`config.mk`:
```
export PLATFORM = sky130hd
export DESIGN_NAME = maxpool2d_stream_top
export DESIGN_NICKNAME = d
export VERILOG_FILES = /design/src/mp2d_pkg.sv /design/src/mp2d_window.sv /design/src/maxpool2d_stream_top.sv
export SDC_FILE = /design/constraint.sdc
export NUM_CORES = 1
export LEC_CHECK = 0
export BUFFER_PORTS_ARGS = -buffer_cell sky130_fd_sc_hd__buf_2
export CAP_MARGIN = 20
export CORE_MARGIN = 5
export CORE_UTILIZATION = 40
export CTS_CLUSTER_DIAMETER = 60
export DETAILED_ROUTE_END_ITERATION = 8
export PLACE_DENSITY_LB_ADDON = 0.05
export SLEW_MARGIN = 20
export SYNTH_ARGS = -nofsm -noshare
export SYNTH_HDL_FRONTEND = slang
export SYNTH_SLANG_ARGS = --single-unit
```
`constraint.sdc`:
```
create_clock -name i_clk -period 4 [get_ports i_clk]
set_input_delay 0.2 -clock i_clk [delete_from_list [all_inputs] [get_ports i_clk]]
set_output_delay 0.2 -clock i_clk [all_outputs]
set_load 0.05 [all_outputs]
```
`src/mp2d_pkg.sv`:
```
// Shared types and constants for the 2x2 stride-2 max-pooling stream block.
// Used by mp2d_window and maxpool2d_stream_top; no dependencies.
`default_nettype none

package mp2d_pkg;

    localparam int MAX_SIZE     = 32;
    localparam int MAX_CHANNELS = 1024;

    localparam int SIZE_W  = 6;
    localparam int CHCNT_W = 11;
    localparam int POS_W   = 5;
    localparam int CHAN_W  = 10;
    localparam int OIDX_W  = 4;
    localparam int POOL_W  = 7;
    localparam int PIX_W   = 8;
    localparam int LINE_AW = $clog2(MAX_SIZE);

    localparam int CFG_IDX_W = 1;
    localparam int CFG_DATA_W = CHCNT_W;

    typedef enum logic [CFG_IDX_W-1:0] {
        CFG_MAP_SIZE      = 1'b0,
        CFG_CHANNEL_COUNT = 1'b1
    } t_cfg_idx;

    typedef struct packed {
        logic              write_top;
        logic              start;
        logic              emit;
        logic [OIDX_W-1:0] orow;
        logic [OIDX_W-1:0] ocol;
        logic [CHAN_W-1:0] chan;
        logic              frame_end;
    } t_tag;

    typedef struct packed {
        logic              valid;
        logic [POOL_W-1:0] pooled;
        logic [OIDX_W-1:0] orow;
        logic [OIDX_W-1:0] ocol;
        logic [CHAN_W-1:0] chan;
        logic              frame_end;
    } t_res;

endpackage

`default_nettype wire

```
`src/mp2d_window.sv`:
```
// Line store of the upper window row and the window maximum stage.
// Depends on mp2d_pkg.
`default_nettype none

module mp2d_window (
    input  wire logic                                i_clk,
    input  wire logic                                i_rst_n,
    input  wire logic                                i_en,
    input  wire logic                                i_accept,
    input  wire logic [mp2d_pkg::LINE_AW-1:0]        i_col,
    input  wire logic signed [mp2d_pkg::PIX_W-1:0]   i_pixel,
    input  wire mp2d_pkg::t_tag                      i_tag,
    output mp2d_pkg::t_res                           o_res
);

    logic [mp2d_pkg::PIX_W-1:0]        r_line [mp2d_pkg::MAX_SIZE];
    logic signed [mp2d_pkg::PIX_W-1:0] r_rd;
    logic                              r_s1_valid;
    logic signed [mp2d_pkg::PIX_W-1:0] r_s1_pix;
    mp2d_pkg::t_tag                    r_s1_tag;
    logic signed [mp2d_pkg::PIX_W-1:0] r_part;

    logic signed [mp2d_pkg::PIX_W-1:0] pair_max;
    logic signed [mp2d_pkg::PIX_W-1:0] best;

    // upper row written on even rows, read back under the lower row
    always_ff @(posedge i_clk) begin
        if (i_accept && i_tag.write_top) begin
            r_line[i_col] <= i_pixel;
        end
        if (i_en) begin
            r_rd <= $signed(r_line[i_col]);
        end
    end

    always_ff @(posedge i_clk) begin
        if (!i_rst_n) begin
            r_s1_valid <= 1'b0;
        end else if (i_en) begin
            r_s1_valid <= i_accept;
        end
    end

    always_ff @(posedge i_clk) begin
        if (i_en) begin
            r_s1_pix <= i_pixel;
            r_s1_tag <= i_tag;
        end
        if (i_en && r_s1_valid && r_s1_tag.start) begin
            r_part <= pair_max;
        end
    end

    always_comb begin
        pair_max = (r_rd > r_s1_pix) ? r_rd : r_s1_pix;
        best     = (r_part > pair_max) ? r_part : pair_max;
        o_res.valid     = r_s1_valid & r_s1_tag.emit;
        o_res.pooled    = best[mp2d_pkg::PIX_W-1] ? '0 : best[mp2d_pkg::POOL_W-1:0];
        o_res.orow      = r_s1_tag.orow;
        o_res.ocol      = r_s1_tag.ocol;
        o_res.chan      = r_s1_tag.chan;
        o_res.frame_end = r_s1_tag.frame_end;
    end

endmodule

`default_nettype wire

```
`src/maxpool2d_stream_top.sv`:
```
// Results leave on m_axis via the window stage and output registers. Throughput: one pixel
// per cycle unless the output is blocked, set by the line store read port plus one register
// holding the left-column pair maximum between the two lower-row beats of a window. Reset:
// s_axis_tready low, position counters zero, map_size 28, channel_count 6; line store
// contents undefined until written, no clearing pass. Depends on mp2d_pkg and mp2d_window.
`default_nettype none

module maxpool2d_stream_top (
    input  wire logic                                 i_clk,
    input  wire logic                                 i_rst_n,
    input  wire logic                                 s_axis_tvalid,
    output logic                                      s_axis_tready,
    input  wire logic [7:0]                           s_axis_tdata,  // [7:0] pixel
    output logic                                      m_axis_tvalid,
    input  wire logic                                 m_axis_tready,
    output logic [31:0]                               m_axis_tdata,  // [6:0] pooled,
                                                                     // [10:7] out_row,
                                                                     // [14:11] out_col,
                                                                     // [24:15] chan
    output logic                                      m_axis_tlast,  // frame_end
    input  wire logic                                 i_cfg_we,
    input  wire logic [mp2d_pkg::CFG_IDX_W-1:0]       i_cfg_idx,
    input  wire logic [mp2d_pkg::CFG_DATA_W-1:0]      i_cfg_data
);

    logic [mp2d_pkg::SIZE_W-1:0]  r_map_size;
    logic [mp2d_pkg::CHCNT_W-1:0] r_chan_cnt;
    logic [mp2d_pkg::POS_W-1:0]   r_col, n_col;
    logic [mp2d_pkg::POS_W-1:0]   r_row, n_row;
    logic [mp2d_pkg::CHAN_W-1:0]  r_chan, n_chan;
    logic                         r_out_valid;
    mp2d_pkg::t_res               r_out;

    logic [mp2d_pkg::SIZE_W-1:0]  size_eff;
    logic [mp2d_pkg::CHCNT_W-1:0] chans_eff;
    logic [mp2d_pkg::POS_W-1:0]   nout_m1;
    logic                         last_col, last_row, last_chan;
    logic                         en, accept;
    mp2d_pkg::t_tag               tag;
    mp2d_pkg::t_res               res;

    always_comb begin
        if (r_map_size == '0) begin
            size_eff = mp2d_pkg::SIZE_W'(1);
        end else if (r_map_size > mp2d_pkg::SIZE_W'(mp2d_pkg::MAX_SIZE)) begin
            size_eff = mp2d_pkg::SIZE_W'(mp2d_pkg::MAX_SIZE);
        end else begin
            size_eff = r_map_size;
        end
        if (r_chan_cnt == '0) begin
            chans_eff = mp2d_pkg::CHCNT_W'(1);
        end else if (r_chan_cnt > mp2d_pkg::CHCNT_W'(mp2d_pkg::MAX_CHANNELS)) begin
            chans_eff = mp2d_pkg::CHCNT_W'(mp2d_pkg::MAX_CHANNELS);
        end else begin
            chans_eff = r_chan_cnt;
        end
    end

    assign nout_m1   = size_eff[mp2d_pkg::SIZE_W-1:1] - mp2d_pkg::POS_W'(1);
    assign last_col  = ({1'b0, r_col} == size_eff - mp2d_pkg::SIZE_W'(1));
    assign last_row  = ({1'b0, r_row} == size_eff - mp2d_pkg::SIZE_W'(1));
    assign last_chan = ({1'b0, r_chan} == chans_eff - mp2d_pkg::CHCNT_W'(1));

    // stall only when a result must enter a full, blocked output register
    assign en            = !(res.valid && r_out_valid && !m_axis_tready);
    assign s_axis_tready = en && i_rst_n;
    assign accept        = s_axis_tvalid && s_axis_tready;

    always_comb begin
        tag.write_top = ~r_row[0];
        tag.start     = r_row[0] & ~r_col[0];
        tag.emit      = r_row[0] & r_col[0];
        tag.orow      = r_row[mp2d_pkg::POS_W-1:1];
        tag.ocol      = r_col[mp2d_pkg::POS_W-1:1];
        tag.chan      = r_chan;
        tag.frame_end = last_chan
                        && ({1'b0, r_row[mp2d_pkg::POS_W-1:1]} == nout_m1)
                        && ({1'b0, r_col[mp2d_pkg::POS_W-1:1]} == nout_m1);
    end

    always_comb begin
        n_col  = r_col;
        n_row  = r_row;
        n_chan = r_chan;
        if (last_col) begin
            n_col = '0;
            if (last_row) begin
                n_row  = '0;
                n_chan = last_chan ? '0 : r_chan + mp2d_pkg::CHAN_W'(1);
            end else begin
                n_row = r_row + mp2d_pkg::POS_W'(1);
            end
        end else begin
            n_col = r_col + mp2d_pkg::POS_W'(1);
        end
    end

    always_ff @(posedge i_clk) begin
        if (!i_rst_n) begin
            r_map_size <= mp2d_pkg::SIZE_W'(28);
            r_chan_cnt <= mp2d_pkg::CHCNT_W'(6);
            r_col      <= '0;
            r_row      <= '0;
            r_chan     <= '0;
        end else if (i_cfg_we) begin
            case (mp2d_pkg::t_cfg_idx'(i_cfg_idx))
                mp2d_pkg::CFG_MAP_SIZE: begin
                    r_map_size <= i_cfg_data[mp2d_pkg::SIZE_W-1:0];
                end
                mp2d_pkg::CFG_CHANNEL_COUNT: begin
                    r_chan_cnt <= i_cfg_data;
                end
                default: begin
                end
            endcase
            r_col  <= '0;
            r_row  <= '0;
            r_chan <= '0;
        end else if (accept) begin
            r_col  <= n_col;
            r_row  <= n_row;
            r_chan <= n_chan;
        end
    end

    mp2d_window u_window (
        .i_clk   (i_clk),
        .i_rst_n (i_rst_n),
        .i_en    (en),
        .i_accept(accept),
        .i_col   (r_col[mp2d_pkg::LINE_AW-1:0]),
        .i_pixel ($signed(s_axis_tdata)),
        .i_tag   (tag),
        .o_res   (res)
    );

    always_ff @(posedge i_clk) begin
        if (!i_rst_n) begin
            r_out_valid <= 1'b0;
        end else if (en && res.valid) begin
            r_out_valid <= 1'b1;
        end else if (m_axis_tready) begin
            r_out_valid <= 1'b0;
        end
    end

    always_ff @(posedge i_clk) begin
        if (en && res.valid) begin
            r_out <= res;
        end
    end

    assign m_axis_tvalid = r_out_valid;
    assign m_axis_tdata  = {7'd0, r_out.chan, r_out.ocol, r_out.orow, r_out.pooled};
    assign m_axis_tlast  = r_out.frame_end;

    a_col_in_map: assert property (@(posedge i_clk) disable iff (!i_rst_n)
        {1'b0, r_col} < size_eff)
        else $error("column position beyond map");

    a_chan_in_frame: assert property (@(posedge i_clk) disable iff (!i_rst_n)
        {1'b0, r_chan} < chans_eff)
        else $error("channel position beyond frame");

    a_frame_end_diag: assert property (@(posedge i_clk) disable iff (!i_rst_n)
        (r_out_valid && r_out.frame_end) |-> (r_out.orow == r_out.ocol))
        else $error("frame end off the last window");

    a_stall_blocks: assert property (@(posedge i_clk) disable iff (!i_rst_n)
        (res.valid && r_out_valid && !m_axis_tready) |-> !s_axis_tready)
        else $error("beat taken while a result is blocked");

endmodule

`default_nettype wire
```
**Word level (Yosys, flattened, before mapping)**

Memory sizes are Yosys's and may differ from the RTL's. A register that Yosys moved wholly into a read port is not among the register bits.
Index checks and enable logic that the tools add are counted.
W data, S select, Z words.

- Register bits: 102
- Memory bits (writable): 256
- Bits of input ports: 25
- Output and inout bits: 35
- Memories: 1

Memory list:

| memory | depth | bits a word | rd ports | clocked after Yosys merged registers in | write ports | line | text |
|---|---|---|---|---|---|---|---|
| u_window.r_line | 32 | 8 | 1 | 1 | 1 | mp2d_window.sv:16 | `logic [mp2d_pkg::PIX_W-1:0] r_line [mp2d_pkg::MAX_SIZE];` |

- $add $sub $neg: 6
- Magnitude comparators: 4
- Equality and inequality tests: 5
- Multiplexer cells: 13
- Bitwise operators: 7
- Reductions and logical operators: 21

Operators by type and width:

| kind | number |
|---|---|
| $mux W11 | 2 |
| $gt A8 B8 Y1 | 2 |
| $mux W8 | 2 |
| $eq A5 B6 Y1 | 2 |
| $mux W6 | 2 |
| $eq A10 B11 Y1 | 1 |
| $gt A11 B11 Y1 const B | 1 |
| $logic_not A11 Y1 | 1 |
| $sub A11 B1 Y11 const B | 1 |
| $add A10 B1 Y10 const B | 1 |
| $add A5 B1 Y5 const B | 2 |
| $eq A4 B5 Y1 | 2 |
| $logic_and A1 B1 Y1 | 10 |
| $mux W10 | 1 |
| $mux W5 | 2 |
| $gt A6 B6 Y1 const B | 1 |
| $logic_not A6 Y1 | 1 |
| $reduce_and A2 Y1 | 3 |
| $sub A6 B1 Y6 const B | 1 |
| $sub A5 B1 Y5 const B | 1 |
| $mux W1 | 4 |
| $not A1 Y1 | 4 |
| $and A1 B1 Y1 | 3 |
| $logic_not A1 Y1 | 3 |
| other kinds (3) | 3 |

**Longest topological paths before layout**

Gate-level depths: netlist (run 1).

- Depth in word-level cells: 9
- Mapped depth: 18
- Gate-level depth less buffers: 17

**Hierarchy**

A second synthesis (run 1) with hierarchy kept.

- Cell total of the unflattened synthesis: 1,015
- Area total of the unflattened synthesis: 15,733.8 µm²

Modules (own cells, without submodules):

| module | times used | cells each | area an instance (µm²) | sequential area each (µm²) |
|---|---|---|---|---|
| mp2d_window | 1 | 609 | 12,095.4 | 9,058.7 |
| maxpool2d_stream_top | 1 | 406 | 3,638.5 | 1,541.5 |

**Worst setup path after synthesis (run 1)**

Ideal clock, no wire load.

- Path type: register -> register
- From: register u_window.r_rd[5] (netlist name) (read register of u_window.r_line)
- To: register r_out (netlist bit m_axis_tdata[0]) (data pin)
- Data arrival time: 4.176 ns
- Data required time: 3.740 ns
- Path slack: -0.436 ns
- Cell stages (with the launch flop): 15
- Buffers on the path: 1
- Period minus slack after synthesis: 4.436 ns
- Path through: edfxtp_1 -> ha_1 -> a2111oi_1 -> a21oi_1 -> a21oi_2 -> buf_4 -> mux2i_1 -> ha_1 -> nor2b_1 -> o21ai_0 -> nand2b_1 -> a21oi_1 -> o21ai_0 -> a31oi_1 -> mux2_2

- Cells in the longest elaborated chain, start to end: 4

RTL lines:

| item | line | text |
|---|---|---|
| start: declaration | mp2d_window.sv:17 | `logic signed [mp2d_pkg::PIX_W-1:0] r_rd;` |
| $gt A8 B8 Y1 | mp2d_window.sv:55 | `pair_max = (r_rd > r_s1_pix) ? r_rd : r_s1_pix;` |
| $mux W8 * | mp2d_window.sv:55 |  |
| $gt A8 B8 Y1 | mp2d_window.sv:56 | `best = (r_part > pair_max) ? r_part : pair_max;` |
| $mux W8 * | mp2d_window.sv:56 |  |
| end signal: assignment | maxpool2d_stream_top.sv:149 | `r_out <= res;` |
| end: declaration | maxpool2d_stream_top.sv:32 | `mp2d_pkg::t_res r_out;` |

Every way passes the cells marked *; elsewhere a longest branch is shown, timed or not.
A chain may end at the register's enable or synchronous reset.

**Final worst setup path (run 1)**

- From: register u_window.r_s1_pix[1] (netlist name)
- To: register r_out (netlist bit m_axis_tdata[5]) (data pin)

- Cells in the longest elaborated chain, start to end: 4

RTL lines:

| item | line | text |
|---|---|---|
| start: declaration | mp2d_window.sv:19 | `logic signed [mp2d_pkg::PIX_W-1:0] r_s1_pix;` |
| start signal: assignment | mp2d_window.sv:46 | `r_s1_pix <= i_pixel;` |
| $gt A8 B8 Y1 | mp2d_window.sv:55 |  |
| $mux W8 | mp2d_window.sv:55 |  |
| via u_window.pair_max, one bit | mp2d_window.sv:23 | `logic signed [mp2d_pkg::PIX_W-1:0] pair_max;` |
| $gt A8 B8 Y1 | mp2d_window.sv:56 |  |
| $mux W8 | mp2d_window.sv:56 |  |

The timed path passes the listed nets, and every way through them passes these cells.

==> results of run 1 <==
==> synth_stat cells, types with 10 or more instances <==
cell type	count	area, sq um
sky130_fd_sc_hd__edfxtp_1	327	9819
sky130_fd_sc_hd__dfxtp_1	39	780.8
sky130_fd_sc_hd__nand4_1	25	156.4
sky130_fd_sc_hd__a22oi_1	39	292.8
sky130_fd_sc_hd__nor3_1	15	75.07
sky130_fd_sc_hd__mux4_2	64	1441
sky130_fd_sc_hd__nor2b_1	16	100.1
sky130_fd_sc_hd__inv_1	18	67.56
sky130_fd_sc_hd__mux2_2	15	168.9
sky130_fd_sc_hd__clkbuf_1	31	116.4
sky130_fd_sc_hd__nor2_1	61	229.0
sky130_fd_sc_hd__ha_1	26	325.3
sky130_fd_sc_hd__xnor2_1	20	175.2
sky130_fd_sc_hd__o21ai_0	16	80.08
sky130_fd_sc_hd__nand3_1	23	115.1
sky130_fd_sc_hd__o211ai_1	11	82.58
sky130_fd_sc_hd__buf_1	10	37.54
sky130_fd_sc_hd__a21boi_0	14	105.1
sky130_fd_sc_hd__nand2_1	61	229.0
sky130_fd_sc_hd__mux2i_1	15	150.1
sky130_fd_sc_hd__a21oi_1	17	85.08
==> power by group through the flow <==
stage / logic, uW / registers [uW] / clock network (uW)
6_report: 501 / 4210 / 3640
5_1_grt: 550 / 4220 / 3930
4_1_cts: 484 / 4210 / 3760
3_5_place_dp: 473 / 4290 / 0
3_3_place_gp: 468 / 4290 / 0
2_1_floorplan: 333 / 4280 / 0
==> layout make-up <==
| class | instances | area (sq um) | area share |
|---|---|---|---|
| tap | 518 | 648.1 | 0.03535 |
| clock buffer | 52 | 1140 | 0.06217 |
| timing repair buffer | 114 | 783.3 | 0.04272 |
| sequential | 366 | 10610 | 0.5786 |
| multi-input combinational | 562 | 4895 | 0.2670 |
| inverter | 18 | 67.56 | 0.003685 |
| clock inverter | 25 | 192.7 | 0.01051 |
==> sequential cells by signal, indices dropped and copies added, names as in the netlist, 5 cells and up <==
signal and count:
u_window.r_line 256, m_axis_tdata 25, u_window.o_res 19, r_chan_cnt 11
r_chan 10, u_window.r_part 8, u_window.r_rd 8, u_window.r_s1_pix 8
r_map_size 6, r_col 5, r_row 5
==> critical path: cells and delay by family (launching register included) <==
family	cells	cell delay, ns
flip-flops	1	0.40
AND/OR/NAND/NOR	2	0.22
adder cells (fa/ha/maj)	2	0.48
AO/OA/AOI/OAI	9	1.46
buffers and inverters	3	0.39
multiplexers	2	0.64
==> layer usage <==
layer	vias up	global-route usage	share of wire	routed length [um]
met5	-	0	0	0
met4	0	0.05142	0.022	777
met3	53	0.02726	0.040	1394
met2	169	0.2659	0.48	16900
met1	4465	0.2177	0.46	15930
li1	4166	-	-	-
==> path summary, 6_finish.rpt <==
path | from | end | slack, ns | depth (start not counted)
max reg2reg | u_window.r_s1_pix[1] | m_axis_tdata[5] | 0.16 | 18
max | u_window.r_s1_pix[1] | m_axis_tdata[5] | 0.16 | 18
min reg2reg | u_window.o_res[5] | m_axis_tdata[19] | 0.42 | 0
min | i_rst_n | r_map_size[4] | 0.04 | 2
==> cells by family (layout without fill, tap and decap cells) <==
logic type	Yosys count	in the layout
flip-flops	366	366
AND/OR/NAND/NOR	267	267
AO/OA/AOI/OAI	142	142
multiplexers	94	94
buffers and inverters	77	209
adder cells (fa/ha/maj)	26	26
XOR/XNOR	26	26
other	1	7
==> cells in the final DEF, fill, tap and decap left out, drive strengths merged, types with 21 or more instances in the layout <==
| cell | count |
|---|---|
| edfxtp | 327 |
| buf | 101 |
| mux4 | 64 |
| nand2 | 62 |
| nor2 | 61 |
| clkbuf | 52 |
| a22oi | 39 |
| dfxtp | 39 |
| ha | 26 |
| nand4 | 25 |
| nand3 | 23 |
| inv | 21 |
==> per-stage QoR <==
step / setup TNS [ns] / setup WS, ns / std cells / hold WS, ns
3_3_place_gp: 0 / 0.1372 / 1559 / 0.4006
4_1_cts: 0 / 0.02641 / 1649 / 0.01723
6_report: 0 / 0.1565 / 1655 / 0.03648
3_5_place_dp: 0 / 0.04918 / 1559 / 0.4045
5_1_grt: -0.1935 / -0.03606 / 1655 / 0.06036
2_1_floorplan: -0.2367 / -0.03381 / 1005 / 0.2989
==> timing repair <==
action / in CTS / in global routing
setup endpoints to repair: 0 / 7
hold buffers: 13 / 0
resized for setup: 0 / 7
buffers inserted: 0 / 6
hold endpoints to repair: 19 / 0
==> impl_metrics.py, run 1 <==
metrics = {
    "logic_synthesis": {
        "yosys_most_used_dff": "sky130_fd_sc_hd__edfxtp_1",
        "post_synthesis_mux_area_share": 0.1119,
        "synthesis.area_sq_um": 15730,
        "synthesis.area_per_instance_sq_um": 15.75,
        "ys_seq_area_frac": 0.6737,
        "synth_warnings": 0,
        "post_synth_xor_area_fraction": 0.01447,
        "syn_inst": 999,
        "synth_seq_cells": 366,
        "ys_types": 71,
        "post_synth_and_or_nand_nor_area_fraction": 0.09089,
        "post_synth_edffs": 327,
        "synth_top_family_by_area": "multiplexers",
        "async_reset_ff_frac": 0,
        "synth_fa_ha_area_frac": 0.02068,
        "synth-compound-area-share": 0.06608,
    },
    "setup_path": {
        "startpoint_type": "flop",
        "worstSetupEndpointType": "flop",
        "worstPathArrival_ns": 4.14,
        "required_time_of_the_critical_path_ns": 4.30,
        "critical_path.max_fanout": 7,
        "timing.critical_path.slowest_stage_cell": "sky130_fd_sc_hd__edfxtp_1",
        "critPathMostFrequentCell": "sky130_fd_sc_hd__o21a_1",
        "crit_chain": "inv_2 -> ha_4 -> nor2b_4 -> o21a_1 -> o21a_1 -> o211ai_1 -> a21oi_1 -> a21oi_2 -> buf_4 -> mux2_2 -> ha_1 -> nand4_1 -> o21a_1 -> o21ai_0 -> o21ai_1 -> a31oi_4 -> buf_12 -> mux2_4",
        "critical-path-max-stage-delay_ns": 0.40,
        "path_class": "flop to flop",
    },
    "timing": {
        "final_hold_viols": 0,
        "rsz0062_at_grt": "yes",
        "timing_worst_slew_pin_value_ns": 1.022,
        "finClkSkew_ns": 0.01327,
        "fmax_mhz": 260.2,
        "slew_headroom": 0.3174,
        "setup_violations": 0,
        "period_minus_slack_ns": 3.843,
        "final.period_utilization": 0.9609,
        "maxSlewViolCount": 0,
    },
    "cts": {
        "insertion_delay_to_the_later_sink_of_the_worst_skew_pair_ns": 0.57,
        "clock_tree.htree_level_count": 2,
        "maximum_count_of_clock_buffers_along_a_single_path": 3,
        "clock_tree.root_cell": "sky130_fd_sc_hd__clkbuf_16",
        "cts_tree": "done",
        "cts_num_sinks": 366,
        "number_of_clock_buffers_inserted_by_tritoncts": 43,
        "cts.reportedPaths.clkPinSlew_ns": 0.06,
    },
    "power_and_ir_drop": {
        "clock_power_share": 0.436,
        "pwr_density_cell_nw_per_um2": 456.0,
        "combinationalPowerShare": 0.060,
        "total_power_uw": 8360,
        "largest_vdd_supply_drop_uv": 319.7,
        "power.sequential.fraction": 0.504,
        "power.internal_uw": 6505,
        "p_switching_uw": 1855,
        "sw_frac_of_total": 0.2219,
        "p_leak_uw": 0.006155,
    },
    "drt": {
        "ant_nets": 0,
        "drt-initial-drc-count": 500,
        "wire_per_inst_um": 21.15,
        "wirelength_mm": 35.01,
        "post_detailed_route_drc_marker_count": 0,
        "detail_route.first_pass.iterations": 5,
        "vias_per_inst": 5.349,
        "detailroute.via_count": 8853,
    },
    "floorplanning": {
        "placeableCoreArea_sq_um": 38830,
        "fp.dieW_um": 208.3,
        "ioPinCount": 60,
        "placementRows": 72,
        "die-area_sq_um": 43400,
        "dieHeight_um": 208.3,
        "initial_utilization": 0.4052,
    },
    "cells_and_area": {
        "fillers": 3440,
        "finalCoreUtilization": 0.4722,
        "proportion_of_layout_cells_with_a_drive_suffix_above_1": 0.2427,
        "stdcell_area_sq_um": 18330,
        "antennaDiodeCount": 0,
        "nets": 1156,
        "flow.area_growth_from_synthesis_pct": 16.52,
    },
    "global_route": {
        "global_route.usage.total": 0.1605,
        "gr-total-overflow": 0,
        "grt_pass1_vias": 8850,
        "grt_pass1_wl_mm": 53.85,
        "grt_antenna_before_repair": 0,
        "grt_start_max_net_pins": 45,
    },
    "hold_path": {
        "holdCritPathClass": "primary input to flop",
    },
    "placed_design": {
        "gp_congestion": 0.7757,
        "hpwlAfterDp_mm": 22.57,
        "dpl-instance-area_sq_um": 16780,
        "port-buffer-count": 52,
    },
    "job": {
        "timing.max_cap.violations": 0,
    },
    "run_status": {
        "run_status": "finished, final reports clean",
    },
}
(Power assumes the default switching activity.)
==> run 2, diff against run 1 <==
--- a/config.mk
+++ b/config.mk
@@ -7,6 +7,8 @@
 export LEC_CHECK = 0
 export BUFFER_PORTS_ARGS = -buffer_cell sky130_fd_sc_hd__buf_2
 export CAP_MARGIN = 20
+export CELL_PAD_IN_SITES_DETAIL_PLACEMENT = 1
+export CELL_PAD_IN_SITES_GLOBAL_PLACEMENT = 1
 export CORE_MARGIN = 5
 export CORE_UTILIZATION = 40
 export CTS_CLUSTER_DIAMETER = 60
==> impl_metrics.py, run 2 (same netlist as run 1, synthesis figures left out) <==
metrics = {
    "run_status": {
        "run_status": "finished, final reports clean",
    },
    "drt": {
        "detailroute.via_count": 9053,
        "wirelength_mm": 37.44,
        "post_detailed_route_drc_marker_count": 0,
        "detail_route.first_pass.iterations": 5,
        "ant_nets": 0,
        "wire_per_inst_um": 22.42,
        "vias_per_inst": 5.421,
        "drt-initial-drc-count": 569,
    },
    "cells_and_area": {
        "proportion_of_layout_cells_with_a_drive_suffix_above_1": 0.2465,
        "largest_register_ffs": 256,
        "area_taken_by_flip_flops_and_latches_sq_um": 10610,
        "flow.area_growth_from_synthesis_pct": 17.47,
        "most_flop_heavy_register": "u_window.r_line",
        "fillers": 3772,
        "mostFrequentLayoutCells": "327 x sky130_fd_sc_hd__edfxtp_1, 64 x sky130_fd_sc_hd__mux4_2, 61 x sky130_fd_sc_hd__nand2_1, 61 x sky130_fd_sc_hd__nor2_1, 55 x sky130_fd_sc_hd__buf_4",
        "nets": 1169,
        "finalCoreUtilization": 0.4760,
        "stdcell_area_sq_um": 18480,
        "antennaDiodeCount": 0,
        "mostFrequentLayoutCell": "sky130_fd_sc_hd__edfxtp_1",
        "multiInputGateArea_sq_um": 4891,
    },
    "setup_path": {
        "critical-path-max-stage-delay_ns": 0.39,
        "required_time_of_the_critical_path_ns": 4.31,
        "critical_path.max_fanout": 4,
        "startpoint_type": "flop",
        "crit_chain": "inv_1 -> ha_1 -> nor2b_1 -> o21a_1 -> o21a_1 -> o211ai_1 -> a21oi_1 -> a21oi_2 -> buf_4 -> mux2_4 -> ha_1 -> nand4_1 -> o21a_1 -> o21ai_1 -> o21ai_1 -> a31oi_4 -> buf_6 -> mux2_4",
        "worstSetupEndpointType": "flop",
        "timing.critical_path.slowest_stage_cell": "sky130_fd_sc_hd__edfxtp_1",
        "r2r_setup_slack_ns": 0.18,
        "critical_path.reg2reg.endpoint": "m_axis_tdata[0]",
        "timing.rr.start": "u_window.r_s1_pix[1]",
        "worstPathArrival_ns": 4.13,
        "path_class": "flop to flop",
        "critPathMostFrequentCell": "sky130_fd_sc_hd__o21a_1",
        "ff2ff_path_depth": 18,
    },
    "hold_path": {
        "worst_hold_path.endpoint": "r_chan_cnt[2]",
        "holdCritPathClass": "primary input to flop",
        "holdCritStartpoint": "i_rst_n",
        "count_of_cells_along_the_worst_hold_path": 2,
    },
    "timing": {
        "slew_headroom": 0.3197,
        "final_hold_viols": 0,
        "final.period_utilization": 0.9540,
        "finClkSkew_ns": 0.01462,
        "period_minus_slack_ns": 3.816,
        "timing_worst_slew_pin_value_ns": 1.013,
        "finalSetupTns_ns": 0,
        "setup_violations": 0,
        "fmax_mhz": 262.1,
        "maxSlewViolCount": 0,
    },
    "cts": {
        "maximum_count_of_clock_buffers_along_a_single_path": 3,
        "cts_num_sinks": 366,
        "clock_tree.root_cell": "sky130_fd_sc_hd__clkbuf_16",
        "number_of_clock_buffers_inserted_by_tritoncts": 44,
        "cts_tree": "done",
        "clock_tree.htree_level_count": 2,
        "insertion_delay_to_the_later_sink_of_the_worst_skew_pair_ns": 0.57,
        "cts.reportedPaths.clkPinSlew_ns": 0.06,
    },
    "job": {
        "timing.max_cap.violations": 0,
    },
    "global_route": {
        "gr-total-overflow": 0,
        "grt_pass1_vias": 9596,
        "global_route.usage.total": 0.1708,
        "grt_start_max_net_pins": 34,
        "grt_antenna_before_repair": 0,
        "grt_pass1_wl_mm": 57.82,
    },
    "floorplanning": {
        "dieHeight_um": 208.3,
        "placeableCoreArea_sq_um": 38830,
        "initial_utilization": 0.4052,
        "placementRows": 72,
        "die-area_sq_um": 43400,
        "ioPinCount": 60,
        "fp.dieW_um": 208.3,
    },
    "placed_design": {
        "port-buffer-count": 52,
        "dpl-instance-area_sq_um": 16870,
        "hpwlAfterDp_mm": 24.66,
        "gp_congestion": 0.8086,
    },
    "power_and_ir_drop": {
        "largest_vdd_supply_drop_uv": 350.9,
        "p_leak_uw": 0.006246,
        "pwr_density_cell_nw_per_um2": 458.6,
    },
}
## run 2: layer usage
metal,global-route usage,wire length (um)
met1,0.2274,16580
met2,0.2845,18350
met3,0.03058,1468
met4,0.05844,1048
met5,0,0
## run 2: power by group
part | internal [uW] | switching [uW]
sequential | 4180 | 41.3
combinational | 227 | 288
clock | 2190 | 1550
## run 2: metrics by stage
step | hold WS (ns) | instances | total power [uW] | setup slack, ns
after global routing | 0.06754 | 1670 | 8823 | -0.01621
after global placement | 0.4036 | 1568 | 4772 | 0.1263
after CTS | 0.02629 | 1663 | 8578 | 0.03509
after detailed placement | 0.4062 | 1568 | 4778 | -0.01160
after floorplan | 0.2989 | 1005 | 4613 | -0.03381
final | 0.05563 | 1670 | 8477 | 0.1840
## run 2: worst max path at each step
stage                                  to  slack, ns                 start
after floorplan           m_axis_tdata[0]      -0.03      u_window.r_rd[1]
after global placement    m_axis_tdata[1]       0.13      u_window.r_rd[1]
after detailed placement  m_axis_tdata[0]      -0.01      u_window.r_rd[1]
after CTS                 m_axis_tdata[0]       0.04      u_window.r_rd[1]
after global routing      m_axis_tdata[0]      -0.02  u_window.r_s1_pix[1]
final                     m_axis_tdata[0]       0.18  u_window.r_s1_pix[1]
## run 2: critical path: cells and delay by family, from the launching register on
| kind | cells | cell delay (ns) |
|---|---|---|
| compound gates | 9 | 1.44 |
| mux | 2 | 0.60 |
| fa+ha+maj | 2 | 0.52 |
| flops | 1 | 0.39 |
| buf+inv | 3 | 0.39 |
| simple gates | 2 | 0.22 |
## run 2: area by class of cell
| cell class | count | area share |
|---|---|---|
| tap | 518 | 0.03507 |
| sequential | 366 | 0.5739 |
| clock inverter | 21 | 0.008868 |
| timing repair buffer | 126 | 0.04901 |
| multi-input combinational | 562 | 0.2646 |
| inverter | 18 | 0.003656 |
| clock buffer | 59 | 0.06485 |
## run 2: what timing repair did
action | CTS | global route
endpoints found under the hold margin | 19 | 0
buffers inserted | 2 | 7
pin swaps | 1 | 8
resized for setup | 0 | 8
hold buffers | 13 | 0
setup endpoints to repair | 7 | 7
==> run 3, diff against run 2 <==
--- a/config.mk
+++ b/config.mk
@@ -9,6 +9,7 @@
 export CAP_MARGIN = 20
 export CELL_PAD_IN_SITES_DETAIL_PLACEMENT = 1
 export CELL_PAD_IN_SITES_GLOBAL_PLACEMENT = 1
+export CORE_ASPECT_RATIO = 1.5
 export CORE_MARGIN = 5
 export CORE_UTILIZATION = 40
 export CTS_CLUSTER_DIAMETER = 60
==> impl_metrics.py, run 3 (same netlist as run 1, synthesis figures left out) <==
metrics = {
    "setup_path": {
        "ff2ff_path_depth": 18,
        "path_class": "flop to flop",
        "timing.rr.start": "u_window.r_s1_pix[1]",
        "critPathCapture": "m_axis_tdata[3]",
        "worstPathArrival_ns": 4.13,
        "critical_path.reg2reg.endpoint": "m_axis_tdata[3]",
        "worstSetupEndpointType": "flop",
        "required_time_of_the_critical_path_ns": 4.29,
        "critical_path.max_fanout": 7,
        "startpoint_type": "flop",
        "r2r_setup_slack_ns": 0.16,
        "startpoint": "u_window.r_s1_pix[1]",
    },
    "placed_design": {
        "post-place-cells": 1530,
        "port-buffer-count": 52,
        "gp_congestion": 0.7659,
        "hpwlAfterDp_mm": 25.98,
        "dpl-instance-area_sq_um": 16670,
    },
    "cells_and_area": {
        "mostFrequentLayoutCells": "327 x sky130_fd_sc_hd__edfxtp_1, 64 x sky130_fd_sc_hd__mux4_2, 61 x sky130_fd_sc_hd__nand2_1, 61 x sky130_fd_sc_hd__nor2_1, 53 x sky130_fd_sc_hd__buf_2",
        "stdcell_area_sq_um": 18150,
        "nets": 1146,
        "final_cells": 1620,
        "proportion_of_layout_cells_with_a_drive_suffix_above_1": 0.2339,
        "largest_register_ffs": 256,
        "antennaDiodeCount": 0,
        "finalCoreUtilization": 0.4644,
        "mostFrequentLayoutCell": "sky130_fd_sc_hd__edfxtp_1",
        "flow.area_growth_from_synthesis_pct": 15.36,
        "fillers": 3766,
        "most_flop_heavy_register": "u_window.r_line",
    },
    "global_route": {
        "gr-total-overflow": 0,
        "grt_pass1_vias": 9648,
        "grt_start_max_net_pins": 38,
        "grt_antenna_before_repair": 0,
        "grt_pass1_wl_mm": 56.84,
        "global_route.usage.total": 0.1715,
    },
    "drt": {
        "detailroute.via_count": 8791,
        "vias_per_inst": 5.427,
        "wire_per_inst_um": 22.67,
        "post_detailed_route_drc_marker_count": 0,
        "drt-initial-drc-count": 347,
        "detail_route.first_pass.iterations": 4,
        "wirelength_mm": 36.73,
        "ant_nets": 0,
    },
    "timing": {
        "hold_ws_ns": 0.05597,
        "finalSetupTns_ns": 0,
        "final.period_utilization": 0.9608,
        "final_hold_viols": 0,
        "timing_worst_slew_pin_value_ns": 1.003,
        "period_minus_slack_ns": 3.843,
        "fmax_mhz": 260.2,
        "slew_headroom": 0.3298,
        "setup_violations": 0,
        "finClkSkew_ns": 0.01798,
        "maxSlewViolCount": 0,
    },
    "cts": {
        "cts_num_sinks": 366,
        "clock_tree.root_cell": "sky130_fd_sc_hd__clkbuf_16",
        "number_of_clock_buffers_inserted_by_tritoncts": 39,
        "maximum_count_of_clock_buffers_along_a_single_path": 3,
        "clock_tree.htree_level_count": 2,
        "cts_tree": "done",
        "insertion_delay_to_the_later_sink_of_the_worst_skew_pair_ns": 0.55,
        "cts.reportedPaths.clkPinSlew_ns": 0.06,
    },
    "floorplanning": {
        "initial_utilization": 0.4025,
        "die-area_sq_um": 43480,
        "placementRows": 89,
        "fp.dieW_um": 171.9,
        "dieHeight_um": 252.9,
        "placeableCoreArea_sq_um": 39090,
        "ioPinCount": 60,
    },
    "power_and_ir_drop": {
        "largest_vdd_supply_drop_uv": 355.6,
        "pwr_density_cell_nw_per_um2": 452.9,
        "p_leak_uw": 0.006071,
    },
    "job": {
        "timing.max_cap.violations": 0,
    },
    "run_status": {
        "run_status": "finished, final reports clean",
    },
    "hold_path": {
        "holdCritPathClass": "primary input to flop",
    },
}
-- run 3: final cells by class --
class	instances	area [sq um]	area share
clock buffers	46	1022	0.05632
clock inverters	20	196.4	0.01082
inverters	18	67.56	0.003723
multi-input cells	562	4887	0.2693
flip-flops and latches	366	10610	0.5844
well taps	500	625.6	0.03447
repair buffers	108	743.2	0.04095
-- run 3: what timing repair did --
item / 4_1_cts / 5_1_grt
hold endpoints to repair: 19 / 0
hold buffers: 13 / 0
setup endpoints to repair: 0 / 7
buffers inserted: 0 / 10
gates resized for setup: 0 / 7
-- run 3: how the worst min path moves through the flow --
stage / cells after the start / from / slack, ns / to
after floorplan: 0 / s_axis_tdata[0] / 0.30 / u_window.r_line[0][0]
after global placement: 0 / u_window.o_res[10] / 0.40 / m_axis_tdata[24]
after detailed placement: 0 / u_window.o_res[1] / 0.41 / m_axis_tdata[15]
after CTS: 2 / i_rst_n / 0.04 / r_chan_cnt[1]
after global routing: 2 / i_rst_n / 0.07 / r_chan_cnt[1]
final: 2 / i_rst_n / 0.06 / r_chan_cnt[1]
-- run 3: worst max-delay path: stages, from the launching register on --
cell and delay, ns:
sky130_fd_sc_hd__edfxtp_1 0.40, sky130_fd_sc_hd__inv_2 0.09, sky130_fd_sc_hd__ha_4 0.20, sky130_fd_sc_hd__nor2b_1 0.13
sky130_fd_sc_hd__o21a_1 0.16, sky130_fd_sc_hd__o21a_1 0.18, sky130_fd_sc_hd__o211ai_1 0.20, sky130_fd_sc_hd__a21oi_1 0.12
sky130_fd_sc_hd__a21oi_2 0.28, sky130_fd_sc_hd__buf_4 0.16, sky130_fd_sc_hd__mux2_4 0.30, sky130_fd_sc_hd__ha_1 0.27
sky130_fd_sc_hd__nand4_1 0.10, sky130_fd_sc_hd__o21a_1 0.20, sky130_fd_sc_hd__o21ai_0 0.07, sky130_fd_sc_hd__o21ai_1 0.12
sky130_fd_sc_hd__a31oi_4 0.18, sky130_fd_sc_hd__buf_12 0.15, sky130_fd_sc_hd__mux2_4 0.29
-- run 3: stage by stage --
stage / setup WS, ns / total power (uW)
floorplan: -0.03381 / 4613
global placement: 0.1330 / 4760
detailed placement: 0.002683 / 4770
CTS: 0.02534 / 8303
global route: -0.05642 / 8546
finish: 0.1568 / 8221
-- run 3: power breakdown --
part           total, uW  internal [uW]  switching [uW]  leakage [uW]
registers           4210           4180            35.2       0.00340
logic                512            225             287       0.00207
clock network       3490           2030            1470      0.000603
-- run 3: routing by layer --
| layer | part of all wire | track usage | routed length [um] |
|---|---|---|---|
| met3 | 0.028 | 0.02390 | 1027 |
| met1 | 0.37 | 0.1856 | 13440 |
| met4 | 0.033 | 0.05843 | 1202 |
| met5 | 0 | 0 | 0 |
| met2 | 0.57 | 0.3349 | 21060 |
